**src/rtl/fcpu_pkg.sv**
```systemverilog
// shared types and constants of the fly camera pose update core
package fcpu_pkg;

  typedef enum logic [1:0] {
    OP_LOOK    = 2'd0,
    OP_MOVE    = 2'd1,
    OP_ZOOM    = 2'd2,
    OP_RESTART = 2'd3
  } op_e;

  typedef enum logic [1:0] {
    REG_MOVE_SPEED = 2'd0,
    REG_START_X    = 2'd1,
    REG_START_Y    = 2'd2,
    REG_START_Z    = 2'd3
  } reg_e;

  localparam int unsigned CfgIdxW    = 2;
  localparam int unsigned CfgDataW   = 32;
  localparam int unsigned CordicSteps = 16;
  localparam logic signed [17:0] YawFull  = 18'sd92160;
  localparam logic signed [17:0] YawHalf  = 18'sd46080;
  localparam logic signed [17:0] YawQuart = 18'sd23040;
  localparam logic signed [17:0] PitchMax = 18'sd22784;
  localparam logic signed [17:0] ZoomMin  = 18'sd256;
  localparam logic signed [17:0] ZoomMax  = 18'sd11520;
  localparam logic signed [15:0] Unit     = 16'sd16384;
  localparam logic signed [31:0] CordicGain = 32'sd10188014;

  // one queued item after decode
  typedef struct packed {
    op_e               op;
    logic signed [15:0] delta_x;
    logic signed [15:0] delta_y;
    logic        [2:0]  move_dir;
    logic        [15:0] time_step;
  } item_t;

  function automatic logic signed [31:0] atan_lut(input logic [3:0] i);
    logic signed [31:0] r;
    begin
      case (i)
        4'd0:  r = 32'sd2949120;
        4'd1:  r = 32'sd1740967;
        4'd2:  r = 32'sd919879;
        4'd3:  r = 32'sd466945;
        4'd4:  r = 32'sd234379;
        4'd5:  r = 32'sd117304;
        4'd6:  r = 32'sd58666;
        4'd7:  r = 32'sd29335;
        4'd8:  r = 32'sd14668;
        4'd9:  r = 32'sd7334;
        4'd10: r = 32'sd3667;
        4'd11: r = 32'sd1833;
        4'd12: r = 32'sd917;
        4'd13: r = 32'sd458;
        4'd14: r = 32'sd229;
        default: r = 32'sd115;
      endcase
      return r;
    end
  endfunction

  // round half away from zero by 14 bits, clamp to unit
  function automatic logic signed [15:0] rnd14_unit(input logic signed [31:0] v);
    logic signed [31:0] a;
    logic signed [31:0] r;
    begin
      a = v[31] ? -v : v;
      a = (a + 32'sd8192) >>> 14;
      r = v[31] ? -a : a;
      if (r > 32'sd16384) r = 32'sd16384;
      if (r < -32'sd16384) r = -32'sd16384;
      return r[15:0];
    end
  endfunction

endpackage

```
**src/rtl/fcpu_front.sv**
```systemverilog
// input stage: takes items and queues them for the execution unit
module fcpu_front (
  input  logic           clk_i,
  input  logic           rst_ni,
  input  logic           push,
  output logic           full,
  input  logic [1:0]     op_i,
  input  logic [15:0]    delta_x_i,
  input  logic [15:0]    delta_y_i,
  input  logic [2:0]     move_dir_i,
  input  logic [15:0]    time_step_i,
  output logic           q_valid_o,
  input  logic           q_take_i,
  output fcpu_pkg::item_t q_item_o
);
  import fcpu_pkg::*;

  item_t       mem_q [2];
  logic        wp_q, rp_q;
  logic [1:0]  cnt_q;
  logic        do_push, do_take;

  assign full      = (cnt_q == 2'd2);
  assign q_valid_o = (cnt_q != 2'd0);
  assign do_push   = push && !full;
  assign do_take   = q_take_i && q_valid_o;
  assign q_item_o  = mem_q[rp_q];

  always_ff @(posedge clk_i) begin
    if (do_push) begin
      mem_q[wp_q] <= '{op: op_e'(op_i), delta_x: delta_x_i, delta_y: delta_y_i,
                       move_dir: move_dir_i, time_step: time_step_i};
    end
  end

  always_ff @(posedge clk_i or negedge rst_ni) begin
    if (!rst_ni) begin
      wp_q  <= 1'b0;
      rp_q  <= 1'b0;
      cnt_q <= 2'd0;
    end else begin
      if (do_push) wp_q <= ~wp_q;
      if (do_take) rp_q <= ~rp_q;
      cnt_q <= cnt_q + {1'b0, do_push} - {1'b0, do_take};
    end
  end
endmodule

```
**config.mk**
```make
export PLATFORM = sky130hd
export DESIGN_NAME = fcpu_front
export DESIGN_NICKNAME = d
export VERILOG_FILES = /design/src/rtl/fcpu_pkg.sv /design/src/rtl/fcpu_front.sv
export SDC_FILE = /design/constraint.sdc
export NUM_CORES = 1
export LEC_CHECK = 0
export ABC_CLOCK_PERIOD_IN_PS = 3800
export BUFFER_PORTS_ARGS = -buffer_cell sky130_fd_sc_hd__buf_2
export CORE_AREA = 4 4 98 110
export CTS_BUF_LIST = sky130_fd_sc_hd__clkbuf_2
export DETAILED_ROUTE_END_ITERATION = 7
export DIE_AREA = 0 0 102 114
export GPL_TIMING_DRIVEN = 1
export PLACE_DENSITY = 0.72
export SYNTH_ARGS = -nofsm -noshare
export SYNTH_HDL_FRONTEND = slang
export SYNTH_SLANG_ARGS = --single-unit
```
**constraint.sdc**
```tcl
create_clock -name clk_i -period 3.8 [get_ports clk_i]
set_clock_uncertainty 0.05 [all_clocks]
set_input_delay 0.76 -clock clk_i [delete_from_list [all_inputs] [get_ports clk_i]]
set_output_delay 0.76 -clock clk_i [all_outputs]
set_load 0.1 [all_outputs]
```
* Word level (Yosys, flattened, before mapping) *
Memory sizes are Yosys's and may differ from the RTL's.
Cells that the tools add are included.

word-level totals
  bits in registers = 4
  memory bits (writable) = 106
  input port bits = 57
  logic and storage cells = 15
  memories kept = 1

operators by class
  $add $sub $neg = 2
  equal/unequal tests = 1
  muxes and demuxes = 2
  bitwise gates (word level) = 2
  reductions and logical operators = 4

memories
  memory  depth  width  rd ports  clocked after memory_dff  wr ports  RTL line          source
  mem_q   2      53     1         0                         1         fcpu_front.sv:18  item_t mem_q [2];

operator list
  cell                  number
  $add A2 B1 Y2         1
  $eq A2 B2 Y1 const B  1
  $logic_and A1 B1 Y1   2
  $mux W1               2
  $not A1 Y1            2
  $reduce_bool A2 Y1    1
  $sub A2 B1 Y2         1
  $logic_not A1 Y1      1

* Logic depth before layout (Yosys ltp) *
  depth in word-level cells = 5
  mapped depth = 7

* Worst setup path before layout *
OpenSTA, ideal clock, no wires.

  path kind = in2reg
  start = input port push
  end = memory mem_q[0][0] (netlist name), enable pin
  library setup time = 464 ps
  arrival time = 3,075 ps
  data required time = 3,286 ps
  path slack = 211 ps
  cell stages on the path = 2
  path buffers = 0
  cells stage by stage = nand2_1 > nor2_1

between the ends
  word-level cells in the longest chain between the ends = 3

ends and longest elaborated chain
  element                        RTL line          source
  start, declared                fcpu_front.sv:5   input logic push,
  $logic_and A1 B1 Y1            fcpu_front.sv:25  assign do_push = push && !full;
  $mux W1                        fcpu_front.sv:30  if (do_push) begin
  $mux W1 (implied by the code)  fcpu_front.sv:31  mem_q[wp_q] <= '{op: op_e'(op_i), delta_x: delta_x_i, delta_y: delta_y_i,
  end, declared                  fcpu_front.sv:18

Every way passes these cells.

==> metrics.yaml <==
status:
  status: "complete, no violations"
finish:
  diodes: 0
  syn2layout_area_growth_pct: 17.0
  utilization: 0.516
  layout.nets: 362
  drive_gt1_frac: 0.606
floorplan:
  rows: 38
  placeableCoreArea_mm2: 0.00970
  pin_count: 112
  die_w_um: 102
  start_util: 0.441
  die_h_um: 114
  dieArea_mm2: 0.0116
synth:
  synth_area_leaders: "edfxtp_1 74%, mux2_4 17%, buf_12 2.3%"
  synth_top_cell_by_area: "edfxtp_1"
  synth_top_cell_area_share: 0.744
  yosysSeqAreaShare: 0.767
  synth_warnings: 0
  syn_area_mm2: 0.00428
  avgSynthCellArea_um2: 23.4
  synth_cell_types: 16
  yosys_register_bits: 110
  synth_cells: 183
  synth_fp_nets: 242
timing:
  min_period_ns: 3.24
  max_freq_mhz: 308
  finalSetupViolations: 0
  rsz0062_at_grt: "no"
  tns_ns: 0
  worst_hold_slack_ns: 0.349
  maxSlewHeadroom: 0.327
  post-route-period-util: 0.853
  fin_ws_ns: 0.557
  tightestPinTransition_ns: 1.01
  final_max_slew_viol_count: 0
  hold_viol_final: 0
cts:
  cts_root_buffer: "clkbuf_2"
  cts_htree_levels: 3
  ctsResizeCount: 0
  cts_tree: "done"
  clock_latency_ns: 0.51
  clock_path_buffers: 2
  cts_made_buffers: 9
  clkTransAtPathRegs_ns: 0.24
  clock_sinks: 110
job:
  maxCapViolCount: 0
setup_path:
  crit_path_start_kind: "flip-flop"
  path_class: "reg -> out"
  path_max_fanout: 54
  required_ns: 2.99
  crit_arrival_ns: 2.43
  cp-end-kind: "primary output"
  r2r_cells: 4
detailed_routing:
  initialDrtViolationCount: 54
  drc: 0
  ant_nets: 0
  drt_wl_total_mm: 6.98
  vias: 2005
  dr.pass1.iters: 4
  wl_per_cell_um: 16.3
  viasPerCell: 4.70
global_route:
  grt_usage: 0.124
  grt_use_met1: 0.136
  grt_use_met2: 0.216
  grt_pass1_wl_mm: 10.5
  grt_max_degree: 55
  grt_pass1_vias: 2121
  grt_busiest_layer: "met2"
  antenna_found_initial: 0
  use_met3: 0.0324
  grt_overflow: 0
placed_design:
  port-buffer-count: 111
  routabilityCongestion: 0.687
  dp_hpwl_mm: 4.75
  dp_slack_ns: 1.14
hold_path:
  hold_class: "in -> reg"
  min_path_cells: 1
-- cell usage after synthesis --
library cell / instances
buf_6: 1
buf_12: 5
mux2_2: 4
xnor2_1: 3
or2_1: 1
and2_4: 1
edfxtp_1: 106
nand2b_1: 1
nand2_1: 1
dfrtp_1: 4
inv_1: 2
and3_1: 1
nor2_1: 1
xor2_1: 1
ha_1: 2
mux2_4: 49
-- flip-flops by register name, indices dropped and copies added (netlist names) --
signal and flops:
cnt_q 2, mem_q 106, rp_q 1, wp_q 1
-- metal layers --
layer / part of all wire / routed length (um) / up-vias
met1: 0.38 / 2650 / 984
li1: - / - / 951
met5: 0 / 0 / -
met2: 0.54 / 3740 / 60
met4: 0.019 / 135 / 0
met3: 0.065 / 453 / 10
-- worst paths after layout --
kind                                    from  slack [ns]            to
worst max register to register      cnt_q[0]        1.88  mem_q[0][43]
worst min register to register          wp_q        0.53          wp_q
worst max-delay path                    rp_q        0.56  q_item_o[52]
max in group asynchronous             rst_ni        3.08          rp_q
min in group asynchronous             rst_ni        0.48      cnt_q[0]
worst min-delay path            delta_y_i[1]        0.35  mem_q[1][20]
-- area by class of cell --
type | count | area, um^2
Multi-Input combinational cell | 65 | 885
Clock buffer | 13 | 65.1
Tap cell | 120 | 150
Inverter | 2 | 7.51
Fill cell | 831 | 4690
Sequential cell | 110 | 3290
Timing Repair Buffer | 115 | 601
Clock inverter | 2 | 10.0
-- what timing repair did --
item,in CTS,in global routing
hold buffers,1,0
endpoints found under the setup margin,0,0
buffers inserted,0,0
endpoints found under the hold margin,4,0
-- logic make-up (layout without fill, tap and decap cells) --
logic type    count (synthesis)  count (layout)  synth area share
mux                          53              53             0.183
buf+inv                       8             132            0.0278
flops                       110             110             0.767
fa+ha+maj                     2               2           0.00585
xor+xnor                      4               4           0.00819
simple gates                  6               6           0.00819
-- worst max-delay path, stage by stage, from the launching register on --
cell	delay (ns)
dfrtp_4	1.15
mux2_2	0.31
buf_2	0.42
-- layout by cell type, fill, tap and decap left out, drive strengths merged --
cell / n
xor2: 1
nand2: 1
or2: 1
clkinv: 2
buf: 114
clkbuf: 13
edfxtp: 106
and2: 1
inv: 2
nand2b: 1
dfrtp: 4
and3: 1
mux2: 53
xnor2: 3
nor2: 1
ha: 2
dlygate4sd3: 1
-- through the flow --
stage / cells / area (um^2)
after floorplan: 183 / 4280
after global placement: 411 / 4920
after detailed placement: 411 / 4920
after CTS: 427 / 5000
after global routing: 427 / 5000
final: 427 / 5000
Power is not shown: default switching activity piles up to over one toggle a cycle in this logic, so the estimate is an artifact.
